$ cat src/hw/rtl/cds_pkg.sv
// Shared constants, register indexes and status codes of the chunk directory scanner.
package cds_pkg;

    localparam int TABLE_ENTRIES_DEF = 5;
    localparam int OFFSET_BITS_DEF   = 32;
    localparam int MAX_ENTRIES       = 5;
    localparam int HEADER_LEN        = 8;
    localparam int BYTE_W            = 8;
    localparam int ID_W              = 32;
    localparam int SIZE_W            = 32;
    localparam int HDR_W             = (HEADER_LEN - 1) * BYTE_W;
    localparam int HCNT_W            = $clog2(HEADER_LEN);
    localparam int CFG_IDX_W         = 3;
    localparam int CFG_DATA_W        = 32;
    localparam int INDEX_W           = 3;
    localparam int OFS_PORT_W        = 32;
    localparam int STATUS_W          = 3;

    localparam logic [ID_W-1:0] ID_RESET [MAX_ENTRIES] = '{
        32'h424B4844, 32'h44494458, 32'h44415441, 32'h48495243, 32'h53544944
    };

    localparam logic [CFG_IDX_W-1:0] REG_ID_0       = 3'd0;
    localparam logic [CFG_IDX_W-1:0] REG_ID_1       = 3'd1;
    localparam logic [CFG_IDX_W-1:0] REG_ID_2       = 3'd2;
    localparam logic [CFG_IDX_W-1:0] REG_ID_3       = 3'd3;
    localparam logic [CFG_IDX_W-1:0] REG_ID_4       = 3'd4;
    localparam logic [CFG_IDX_W-1:0] REG_OPTIONAL   = 3'd5;
    localparam logic [CFG_IDX_W-1:0] REG_REPEATABLE = 3'd6;
    localparam logic [CFG_IDX_W-1:0] REG_IGNORE     = 3'd7;

    typedef enum logic [STATUS_W-1:0] {
        ST_OK       = 3'd0,
        ST_TRUNC    = 3'd1,
        ST_OVERRUN  = 3'd2,
        ST_DUP      = 3'd3,
        ST_UNKNOWN  = 3'd4,
        ST_MISSING  = 3'd5
    } status_t;

endpackage

$ cat src/hw/rtl/cds_result_bank.sv
// Result bank: holds one stream's per-entry results and hands them out one item a cycle while result_ready is high.
module cds_result_bank
    import cds_pkg::*;
#(
    parameter int TABLE_ENTRIES = TABLE_ENTRIES_DEF,
    parameter int OFFSET_BITS   = OFFSET_BITS_DEF
)
(
    input  logic                     clk,
    input  logic                     rst_n,
    input  logic                     load,
    input  logic [TABLE_ENTRIES-1:0] load_found,
    input  logic [OFFSET_BITS-1:0]   load_offsets [TABLE_ENTRIES],
    input  logic [SIZE_W-1:0]        load_sizes [TABLE_ENTRIES],
    input  status_t                  load_status,
    output logic                     can_load,
    output logic                     result_valid,
    input  logic                     result_ready,
    output logic [INDEX_W-1:0]       entry_index,
    output logic                     entry_found,
    output logic [OFS_PORT_W-1:0]    payload_offset,
    output logic [SIZE_W-1:0]        payload_size,
    output logic [STATUS_W-1:0]      status,
    output logic                     last_of_run
);

    localparam int ENTRY_W = (TABLE_ENTRIES > 1) ? $clog2(TABLE_ENTRIES) : 1;

    logic                     valid_reg;
    logic [ENTRY_W-1:0]       idx_reg;
    logic [TABLE_ENTRIES-1:0] found_reg;
    logic [OFFSET_BITS-1:0]   offs_reg [TABLE_ENTRIES];
    logic [SIZE_W-1:0]        sizes_reg [TABLE_ENTRIES];
    status_t                  status_reg;
    logic                     is_last;

    assign is_last  = (idx_reg == ENTRY_W'(TABLE_ENTRIES - 1));
    assign can_load = !valid_reg || (result_ready && is_last);

    always_ff @(posedge clk or negedge rst_n)
    begin
        if (!rst_n)
        begin
            valid_reg <= 1'b0;
            idx_reg   <= '0;
        end
        else if (load)
        begin
            valid_reg <= 1'b1;
            idx_reg   <= '0;
        end
        else if (valid_reg && result_ready)
        begin
            if (is_last)
            begin
                valid_reg <= 1'b0;
            end
            else
            begin
                idx_reg <= idx_reg + ENTRY_W'(1);
            end
        end
    end

    // Absent entries are stored as zero so that the output side is a plain select.
    always_ff @(posedge clk)
    begin
        if (load)
        begin
            found_reg  <= load_found;
            status_reg <= load_status;
            for (int i = 0; i < TABLE_ENTRIES; i++)
            begin
                offs_reg[i]  <= load_found[i] ? load_offsets[i] : '0;
                sizes_reg[i] <= load_found[i] ? load_sizes[i] : '0;
            end
        end
    end

    assign result_valid   = valid_reg;
    assign entry_index    = INDEX_W'(idx_reg);
    assign entry_found    = found_reg[idx_reg];
    assign payload_offset = OFS_PORT_W'(offs_reg[idx_reg]);
    assign payload_size   = sizes_reg[idx_reg];
    assign status         = status_reg;
    assign last_of_run    = is_last;

endmodule

$ cat src/hw/rtl/chunk_directory_scanner_unit.sv
// Top level of the chunk directory scanner: byte parser, id table and configuration registers.
// Throughput: one byte item per cycle while byte_ready is high; each byte is parsed as it is taken.
// Results: the result item for entry 0 is shown in the cycle after the final byte is taken,
// the other entries follow one per cycle while result_ready is high.
// A final byte is held off only while the result bank still holds an earlier stream's results.
// Reset: ids return to their default table, masks and ignore flag clear, the parser is empty.
module chunk_directory_scanner_unit
    import cds_pkg::*;
#(
    parameter int TABLE_ENTRIES = TABLE_ENTRIES_DEF,
    parameter int OFFSET_BITS   = OFFSET_BITS_DEF
)
(
    input  logic                   clk,
    input  logic                   rst_n,
    input  logic                   cfg_write,
    input  logic [CFG_IDX_W-1:0]   cfg_index,
    input  logic [CFG_DATA_W-1:0]  cfg_data,
    input  logic                   byte_valid,
    output logic                   byte_ready,
    input  logic [BYTE_W-1:0]      data_byte,
    input  logic                   end_of_stream,
    output logic                   result_valid,
    input  logic                   result_ready,
    output logic [INDEX_W-1:0]     entry_index,
    output logic                   entry_found,
    output logic [OFS_PORT_W-1:0]  payload_offset,
    output logic [SIZE_W-1:0]      payload_size,
    output logic [STATUS_W-1:0]    status,
    output logic                   last_of_run
);

    // Configuration registers.
    logic [ID_W-1:0]          ids_reg [TABLE_ENTRIES];
    logic [TABLE_ENTRIES-1:0] opt_reg;
    logic [TABLE_ENTRIES-1:0] rep_reg;
    logic                     ign_reg;

    // Parser state for the stream in progress.
    logic [OFFSET_BITS-1:0]   pos_reg,    pos_next;
    logic [HDR_W-1:0]         hdr_reg,    hdr_next;
    logic [HCNT_W-1:0]        hcnt_reg,   hcnt_next;
    logic [SIZE_W-1:0]        remain_reg, remain_next;
    logic [TABLE_ENTRIES-1:0] found_reg,  found_next;
    status_t                  err_reg,    err_next;
    logic [OFFSET_BITS-1:0]   offs_reg  [TABLE_ENTRIES];
    logic [OFFSET_BITS-1:0]   offs_next [TABLE_ENTRIES];
    logic [SIZE_W-1:0]        sizes_reg  [TABLE_ENTRIES];
    logic [SIZE_W-1:0]        sizes_next [TABLE_ENTRIES];

    // State as it stands once the current byte has been parsed, before the end of a stream
    // clears it.
    logic [HCNT_W-1:0]        step_hcnt;
    logic [SIZE_W-1:0]        step_remain;
    logic [TABLE_ENTRIES-1:0] step_found;
    status_t                  step_err;
    status_t                  final_status;

    logic [TABLE_ENTRIES-1:0] match;
    logic [ID_W-1:0]          hdr_id;
    logic [SIZE_W-1:0]        hdr_size;
    logic [OFFSET_BITS-1:0]   pay_ofs;
    logic                     byte_fire;
    logic                     bank_can_load;

    assign byte_ready = !end_of_stream || bank_can_load;
    assign byte_fire  = byte_valid && byte_ready;

    // ------------------------------------------------------------------
    // Configuration port. Indexes for ids beyond the table are dropped.
    // ------------------------------------------------------------------
    always_ff @(posedge clk or negedge rst_n)
    begin
        if (!rst_n)
        begin
            for (int i = 0; i < TABLE_ENTRIES; i++)
            begin
                ids_reg[i] <= ID_RESET[i];
            end
            opt_reg <= '0;
            rep_reg <= '0;
            ign_reg <= 1'b0;
        end
        else if (cfg_write)
        begin
            unique case (cfg_index) inside
                REG_ID_0, REG_ID_1, REG_ID_2, REG_ID_3, REG_ID_4:
                begin
                    for (int i = 0; i < TABLE_ENTRIES; i++)
                    begin
                        if (cfg_index == CFG_IDX_W'(i))
                        begin
                            ids_reg[i] <= cfg_data[ID_W-1:0];
                        end
                    end
                end
                REG_OPTIONAL:   opt_reg <= cfg_data[TABLE_ENTRIES-1:0];
                REG_REPEATABLE: rep_reg <= cfg_data[TABLE_ENTRIES-1:0];
                REG_IGNORE:     ign_reg <= cfg_data[0];
                default:        ;
            endcase
        end
    end

    // ------------------------------------------------------------------
    // Header decode. The first seven header bytes sit in hdr_reg; the
    // eighth is the byte now on the input, so a header finishes in the
    // cycle its last byte is taken. Every table entry is compared at once.
    // ------------------------------------------------------------------
    assign hdr_id   = hdr_reg[HDR_W-1 -: ID_W];
    assign hdr_size = {hdr_reg[SIZE_W-BYTE_W-1:0], data_byte};
    assign pay_ofs  = pos_reg + OFFSET_BITS'(1);

    always_comb
    begin
        for (int i = 0; i < TABLE_ENTRIES; i++)
        begin
            match[i] = (ids_reg[i] == hdr_id);
        end
    end

    // ------------------------------------------------------------------
    // Parser step. Once an error is latched the bytes of the stream are
    // dropped; only the byte count and the end of stream still matter.
    // ------------------------------------------------------------------
    always_comb
    begin
        hdr_next    = hdr_reg;
        step_hcnt   = hcnt_reg;
        step_remain = remain_reg;
        step_found  = found_reg;
        step_err    = err_reg;
        offs_next   = offs_reg;
        sizes_next  = sizes_reg;

        if (err_reg == ST_OK)
        begin
            if (remain_reg != '0)
            begin
                step_remain = remain_reg - SIZE_W'(1);
            end
            else if (hcnt_reg == HCNT_W'(HEADER_LEN - 1))
            begin
                hdr_next  = '0;
                step_hcnt = '0;
                // A payload that would start after the final byte is an overrun, and
                // that verdict comes before any check of the id.
                if (end_of_stream && (hdr_size != '0))
                begin
                    step_err = ST_OVERRUN;
                end
                else if ((match == '0) && !ign_reg)
                begin
                    step_err = ST_UNKNOWN;
                end
                else if ((match & found_reg & ~rep_reg) != '0)
                begin
                    step_err = ST_DUP;
                end
                else
                begin
                    // Several entries may share one id: each of them not yet seen records it.
                    for (int i = 0; i < TABLE_ENTRIES; i++)
                    begin
                        if (match[i] && !found_reg[i])
                        begin
                            offs_next[i]  = pay_ofs;
                            sizes_next[i] = hdr_size;
                        end
                    end
                    step_found  = found_reg | match;
                    step_remain = hdr_size;
                end
            end
            else
            begin
                hdr_next  = {hdr_reg[HDR_W-BYTE_W-1:0], data_byte};
                step_hcnt = hcnt_reg + HCNT_W'(1);
            end
        end
    end

    // End of stream verdict: a partial header, then an unfinished payload, then a required
    // entry that never showed up. An error already latched wins over all of these.
    always_comb
    begin
        final_status = step_err;
        if (step_err == ST_OK)
        begin
            if (step_hcnt != '0)
            begin
                final_status = ST_TRUNC;
            end
            else if (step_remain != '0)
            begin
                final_status = ST_OVERRUN;
            end
            else if ((~step_found & ~opt_reg) != '0)
            begin
                final_status = ST_MISSING;
            end
        end
    end

    // On the final byte the stream state starts afresh for the next file.
    always_comb
    begin
        if (end_of_stream)
        begin
            pos_next    = '0;
            hcnt_next   = '0;
            remain_next = '0;
            found_next  = '0;
            err_next    = ST_OK;
        end
        else
        begin
            pos_next    = pos_reg + OFFSET_BITS'(1);
            hcnt_next   = step_hcnt;
            remain_next = step_remain;
            found_next  = step_found;
            err_next    = step_err;
        end
    end

    always_ff @(posedge clk or negedge rst_n)
    begin
        if (!rst_n)
        begin
            pos_reg    <= '0;
            hdr_reg    <= '0;
            hcnt_reg   <= '0;
            remain_reg <= '0;
            found_reg  <= '0;
            err_reg    <= ST_OK;
        end
        else if (byte_fire)
        begin
            pos_reg    <= pos_next;
            hdr_reg    <= end_of_stream ? '0 : hdr_next;
            hcnt_reg   <= hcnt_next;
            remain_reg <= remain_next;
            found_reg  <= found_next;
            err_reg    <= err_next;
        end
    end

    // Entry offsets and sizes are only read where the found bit is set, and a found bit is
    // only set together with its entry, so these need no reset.
    always_ff @(posedge clk)
    begin
        if (byte_fire)
        begin
            offs_reg  <= offs_next;
            sizes_reg <= sizes_next;
        end
    end

    // ------------------------------------------------------------------
    // Result bank: the snapshot taken on the final byte is drained while
    // the parser already takes bytes of the next stream.
    // ------------------------------------------------------------------
    cds_result_bank #(
        .TABLE_ENTRIES (TABLE_ENTRIES),
        .OFFSET_BITS   (OFFSET_BITS)
    ) u_result_bank (
        .clk            (clk),
        .rst_n          (rst_n),
        .load           (byte_fire && end_of_stream),
        .load_found     (step_found),
        .load_offsets   (offs_next),
        .load_sizes     (sizes_next),
        .load_status    (final_status),
        .can_load       (bank_can_load),
        .result_valid   (result_valid),
        .result_ready   (result_ready),
        .entry_index    (entry_index),
        .entry_found    (entry_found),
        .payload_offset (payload_offset),
        .payload_size   (payload_size),
        .status         (status),
        .last_of_run    (last_of_run)
    );

    // ------------------------------------------------------------------
    // Assertions
    // ------------------------------------------------------------------
    // A final byte is only taken when the bank is empty or gives up its last item now.
    a_no_bank_overwrite: assert property (@(posedge clk) disable iff (!rst_n)
        (byte_fire && end_of_stream) |-> (!result_valid || (result_ready && last_of_run)))
        else $error("final byte taken while earlier results were still pending");

    // The results of a stream start with entry 0 in the very next cycle.
    a_results_follow: assert property (@(posedge clk) disable iff (!rst_n)
        (byte_fire && end_of_stream) |=> (result_valid && (entry_index == '0)))
        else $error("results did not start with entry 0 after the final byte");

    // A latched error holds until the end of its stream.
    a_error_sticky: assert property (@(posedge clk) disable iff (!rst_n)
        ((err_reg != ST_OK) && !(byte_fire && end_of_stream)) |=> (err_reg == $past(err_reg)))
        else $error("latched error changed inside a stream");

    // Found entries never disappear while a stream is in progress.
    a_found_grows: assert property (@(posedge clk) disable iff (!rst_n)
        (byte_fire && !end_of_stream) |=> ((found_reg & $past(found_reg)) == $past(found_reg)))
        else $error("found bit cleared inside a stream");

endmodule

$ cat config.mk
export PLATFORM = sky130hd
export DESIGN_NAME = chunk_directory_scanner_unit
export DESIGN_NICKNAME = d
export VERILOG_FILES = /design/src/hw/rtl/cds_pkg.sv /design/src/hw/rtl/cds_result_bank.sv /design/src/hw/rtl/chunk_directory_scanner_unit.sv
export SDC_FILE = /design/constraint.sdc
export NUM_CORES = 2
export LEC_CHECK = 0
export BUFFER_PORTS_ARGS = -buffer_cell sky130_fd_sc_hd__buf_2
export CELL_PAD_IN_SITES_DETAIL_PLACEMENT = 0
export CELL_PAD_IN_SITES_GLOBAL_PLACEMENT = 1
export CORE_MARGIN = 4
export CORE_UTILIZATION = 47
export DETAILED_ROUTE_END_ITERATION = 7
export GPL_ROUTABILITY_DRIVEN = 0
export PLACE_DENSITY = 0.85
export SLEW_MARGIN = 10
export SYNTH_ARGS = -nofsm -noshare
export SYNTH_HDL_FRONTEND = slang
export SYNTH_SLANG_ARGS = --single-unit
$ cat constraint.sdc
create_clock -name clk -period 11.4 [get_ports clk]
set_clock_uncertainty 0.15 [all_clocks]
set_input_delay 0.57 -clock clk [delete_from_list [all_inputs] [get_ports clk]]
set_output_delay 0.57 -clock clk [all_outputs]
set_load 0.01 [all_outputs]
* After elaboration in Yosys (flattened, before gate mapping)
Memories as Yosys holds them, arrays and structs flattened. Index checks and enable logic that the tools add are counted.
Cells by class: magnitude comparators 1, bitwise logic cells 7, reductions and logical operators 46, add/subtract/negate cells 4, equality and inequality tests 16, multiplexer cells 76
Operator list (number):
- 160-bit two-way mux | 12
- 32-bit two-way mux | 28
- 56-bit two-way mux | 4
- 32-bit == test | 5
- 32-bit nonzero test | 3
- 3-bit two-way mux | 18
- 5-bit two-way mux | 7
- 32-bit by 1-bit adder with 32-bit output, second input constant | 1
- 32-bit by 1-bit subtractor with 32-bit output, second input constant | 1
- 3-bit == test, second input constant | 6
- 3-bit AND reduction | 6
- 5-bit bitwise AND | 3
- 5-bit NOT | 3
- 1-bit logical AND | 11
- 2-bit AND reduction | 5
- 5-bit nonzero test | 2
- 3-bit zero test | 3
- 1-bit zero test | 8
- 3-bit by 1-bit adder with 3-bit output, second input constant | 2
- 3-bit by 2-bit == test with 1-bit output, second input constant | 2
- 1-bit two-way mux | 6
- 2-bit nonzero test | 3
- 5-bit zero test | 1
- 5-bit bitwise OR | 1
- 8 further kinds | 9
Word-level totals: memories 2, bits of input ports 49, output and inout bits 74, register bits 634, word-level logic and storage cells 180, bits in writable memories 320
Memories:
- u_result_bank.offs_reg | words 5, bits a word 32, read ports 1, clocked after Yosys merged registers in 0, write ports 5, line cds_result_bank.sv:32 | logic [OFFSET_BITS-1:0] offs_reg [TABLE_ENTRIES];
- u_result_bank.sizes_reg | words 5, bits a word 32, read ports 1, clocked after Yosys merged registers in 0, write ports 5, line cds_result_bank.sv:33 | logic [SIZE_W-1:0] sizes_reg [TABLE_ENTRIES];

* Longest topological paths before layout
depth after elaboration 17, mapped depth 16, depth with buffers taken out 13

* Modules after synthesis
A second synthesis with hierarchy kept.
Second synthesis, totals: cells, all modules 3512, area, all modules 44895.6 um^2
By module, submodules not included:
- chunk_directory_scanner_unit | sequential area each 17231.5 um^2, cells an instance 2436, times used 1, area an instance 29278.1 um^2
- cds_result_bank | sequential area each 9949.5 um^2, cells an instance 1076, times used 1, area an instance 15617.5 um^2

* Worst setup path before layout
Ideal clock, no wire load.
kind register to register, start reg u_result_bank.idx_reg[0], in the netlist u_result_bank.entry_index[0], end reg remain_reg[4], slack -0.524 ns, arrival time 11.225 ns, required time 10.700 ns, clock period less this slack 11.924 ns, stages on the path, launching flop included 13, library setup time 0.550 ns, path buffers 4, path through dfrtp_1 -> clkbuf_1 -> buf_1 -> buf_1 -> inv_1 -> ha_1 -> and2_1 -> nand2_1 -> nand3_1 -> nand2_1 -> inv_1 -> clkbuf_1 -> o21ai_0
On the way: cells in the longest elaborated chain, start to end 5
Ends and longest elaborated chain:
- from (decl) | line cds_result_bank.sv:30 | logic [ENTRY_W-1:0] idx_reg;
- from (signal assigned) | line cds_result_bank.sv:60 | idx_reg <= idx_reg + ENTRY_W'(1);
- 3-bit == test | line cds_result_bank.sv:37 | assign is_last = (idx_reg == ENTRY_W'(TABLE_ENTRIES - 1));
- named net last_of_run | line chunk_directory_scanner_unit.sv:30 | output logic last_of_run
- 1-bit logical AND | line cds_result_bank.sv:38 | assign can_load = !valid_reg || (result_ready && is_last);
- 1-bit logical OR | line cds_result_bank.sv:38
- 1-bit logical OR | line chunk_directory_scanner_unit.sv:66 | assign byte_ready = !end_of_stream || bank_can_load;
- named net byte_ready | line chunk_directory_scanner_unit.sv:20 | output logic byte_ready,
- 1-bit logical AND | line chunk_directory_scanner_unit.sv:67 | assign byte_fire = byte_valid && byte_ready;
- named net byte_fire | line chunk_directory_scanner_unit.sv:63 | logic byte_fire;
- to (signal assigned) | line chunk_directory_scanner_unit.sv:242 | remain_reg <= remain_next;
- to (decl) | line chunk_directory_scanner_unit.sv:43 | logic [SIZE_W-1:0] remain_reg, remain_next;
The timed path passes the listed nets, and every way through them passes these cells. A chain may end at the register's enable or synchronous reset.

==> summary.md <==
| Metric | Value |
|---|---|
| Net Sw Power | 3080 uW |
| Top-count cell post-synth | edfxtp_1 |
| Global-route wire length before repair | ~170,000 um |
| Clock share of power | between 30% and 40% |
| Syn Nets | ~3,500 |
| Area growth syn-to-layout | 11.3% |
| Core ar. | 93,200 um^2 |
| Post-synth top area cell | edfxtp_1 |
| CTS buffer count | 98 |
| Post-Synthesis Cell Area | 44,000 um^2 |
| Dpl ws | 6340 ps |
| Worst EP required | 11,680 ps |
| Leakage | 0.0187 uW |
| Clock Sinks | 954 |
| Share of layout cells above drive strength 1 | 24.3% |
| Routed Antenna Nets | 0 |
| GRT met2 Usage | between 30% and 40% |
| DR iter-0 viols | roughly 2,900 |
| # Max-Cap Violations | 0 |
| Max Buffers Root-to-Sink | 3 |
| Element type at the critical path end | register |
| Hold Vio Cnt, Final | 0 |
| Sequential area share after synthesis | just over 60% |
| Reg2reg start | remain_reg[0] |
| M3 GR Usage | 4.00% |
| Post CTS Setup Buffer Count | 0 |
| Detailed Route WL | 111,000 um |
| Synth top area cells | edfxtp_1 44%, dfrtp_1 14%, mux2_2 9.3% |
| Period minus WS final | 5160 ps |
| Routed len/inst | 23.2 um |
| CTS-repair resized insts | 0 |
| Rel. slew slack | 16.5% |
| Comb pwr share | ~23% |
| DRT Pass-1 Iters | 6 |
| Post-synth EDFFs | ~650 |
| Period utilization | 45.3% |
| Vias in the first global route | 27,889 |
| PnR worst setup slack | 6240 ps |
| Cell Pwr Density | between 200 and 250 nW/um^2 |
| Fmax | 194 MHz |
| CTS root buf | clkbuf_16 |
| Reg2reg end | u_result_bank.offs_reg[1][18] |
| Yosys reg bits | 954 |
| Gr ovfl total | 0 |
| Htree depth | 3 |
| Hold Crit Class | in -> reg |
| Hold Crit Endpoint | ids_reg[113] |
| Largest net degree at the start of global routing | 173 |
| Cells after Synth | 3,418 |
| Number of remaining DRC errors | 0 |
| Outcome | completed |
| Clock insertion delay at the later pin of the skew report | roughly 680 ps |
| Peak supply drop | 0.141 mV |
| Flop2flop setup slack | 6240 ps |
| Asr flop ratio synth | 32.1% |
| Met1 GRT Util | 31.3% |
| Sw Ratio | between 20 and 30% |
| Post-synth top area share | 44.2% |
| TritonCTS clock tree | done |
| Post-Syn Area per Cell | 12.9 um^2 |
| Die height | 314 um |
| Starting Density | 47.3% |
| Area after DPL | ~46,000 um^2 |
| WS Path Type | reg -> reg |
| Final instance area | 49,000 um^2 |
| Ys flop type | edfxtp_1 |
| Measured slew at the worst slew-check pin | 1250 ps |
| Post-synth cell types | 74 |
| Syn. warnings | 0 |
| Max FO, Critical Path | around 50 |
| Die W | 314 um |
| RSZ-0062 raised after global routing | false |
| Initial antenna violation count | 9 |
| Commonest cells in the netlist | 648 x edfxtp_1, 475 x nand2_1, 364 x mux2_2, 254 x dfrtp_1, 224 x and2_1 |
| Nets | 3,474 |
| Register-to-Register Path Depth | 14 |
| Critical path arrival | 5440 ps |
| Hpwl dp | 65,700 um |
| Pins Over Slew Limit | 0 |
| Total negative setup slack | 0 ps |
| Vias post-DR | roughly 28,000 |
| Sequential share of power | 45.3% |
| GR peak layer | met2 |
| Io pins | 123 |
| Hold buffer count at CTS | 1 |
| IO buf count | 122 |
| Worst Hold Depth | 2 |
| DIE AREA | 98,700 um^2 |
| Startpoint types | register |
| Clock Pin Slew Worst Setup and Hold Paths | around 70 ps |
| Filler Cells Inserted | 7,696 |
| Row count | 112 |
| Final Power | 10,300 uW |
| Gr usage total | 22.4% |
| Power Internal | 7210 uW |
| Worst hold path startpoint | cfg_data[17] |
| Vias/cell | about 5.8 |
| Finish-stage setup viols | 0 |
## cells in the final DEF (no fill, tap or decap), drive strengths merged, types with 13 or more instances in the layout
cell type	synthesis	layout
nand2	475	475
nor2	73	73
mux2	364	364
xor2	149	149
nand4	28	28
nor4	52	52
inv	19	22
or4	13	13
dfrtp	254	254
xnor2	55	55
a22o	67	67
nor3	27	27
edfxtp	648	648
nand3	29	29
o31ai	31	31
o21ai	283	283
and3	14	14
and2	224	224
clkinv	0	37
dfstp	52	52
buf	66	165
a21oi	72	72
clkbuf	199	136
mux4	65	65
## power groups by stage
stage	Sequential [uW]	Clock (uW)	Combinational, uW
after floorplan	4560	0	1730
after global placement	4700	0	2310
after detailed placement	4720	0	2320
after global routing	4710	3520	2540
after CTS	4660	3360	2340
final	4660	3300	2330
## worst max-delay path by stage
| stage | from | to | cells past startpoint | slack [ps] |
|---|---|---|---|---|
| final | remain_reg[0] | u_result_bank.offs_reg[1][18] | 14 | 6240 |
| after detailed placement | remain_reg[0] | u_result_bank.offs_reg[1][18] | 14 | 6340 |
| after CTS | remain_reg[0] | u_result_bank.offs_reg[1][18] | 14 | 6310 |
| after global routing | remain_reg[0] | u_result_bank.offs_reg[1][18] | 14 | 5930 |
| after floorplan | u_result_bank.entry_index[0] | u_result_bank.found_reg[0] | 12 | 1960 |
| after global placement | u_result_bank.entry_index[0] | u_result_bank.status[0] | 10 | 6370 |
## metal layers
layer  up-vias  part of all wire (%)
met1     14101                    42
met5         -                 0.055
met4         8                   2.4
met3       194                   7.4
li1      12489                     -
met2      1027                    48
## kinds of logic after synthesis
| logic type | Yosys count | share of synthesized area [%] |
|---|---|---|
| and+or+nand+nor | 996 | 11.2 |
| DFF | 954 | 61.7 |
| AOI/OAI and AO/OA | 533 | 7.37 |
| muxes | 441 | 12.9 |
| buffers and inverters | 284 | 2.56 |
| xor gates and xnor gates | 204 | 4.06 |
| adders and majority gates | 6 | 0.170 |
## metrics by stage
step | hold slack (ps) | std cells | util, %
after floorplan | 124 | 3418 | -
after global placement | 336 | 4572 | 49.0
after detailed placement | 353 | 4572 | 49.0
after CTS | 11.0 | 4759 | 52.6
after global routing | 36.2 | 4759 | 52.6
final | 49.7 | 4762 | 52.6
## worst max-delay path, cell delays in order (launching register included)
cell and delay [ps]:
dfrtp_1 450, inv_1 120, ha_1 240, or3b_1 480
nor2_2 300, nand4_1 300, nor2_2 470, nand2_1 200
nor3_4 430, nand2_1 300, or2_4 540, buf_4 460
nand2_1 160, o21ai_1 100, and2_1 180
## cell type report
cell class | count | area [um^2] | share of cell area, %
Timing Repair Buffer | 166 | 978 | 2.00
Antenna cell | 3 | 7.51 | 0.0153
Inverter | 19 | 88.8 | 0.181
Multi-Input combinational cell | 2180 | 15800 | 32.2
Clock inverter | 50 | 532 | 1.08
Tap cell | 1254 | 1570 | 3.20
Clock buffer | 136 | 2840 | 5.80
Sequential cell | 954 | 27200 | 55.5
Power figures use the tool's default switching activity.
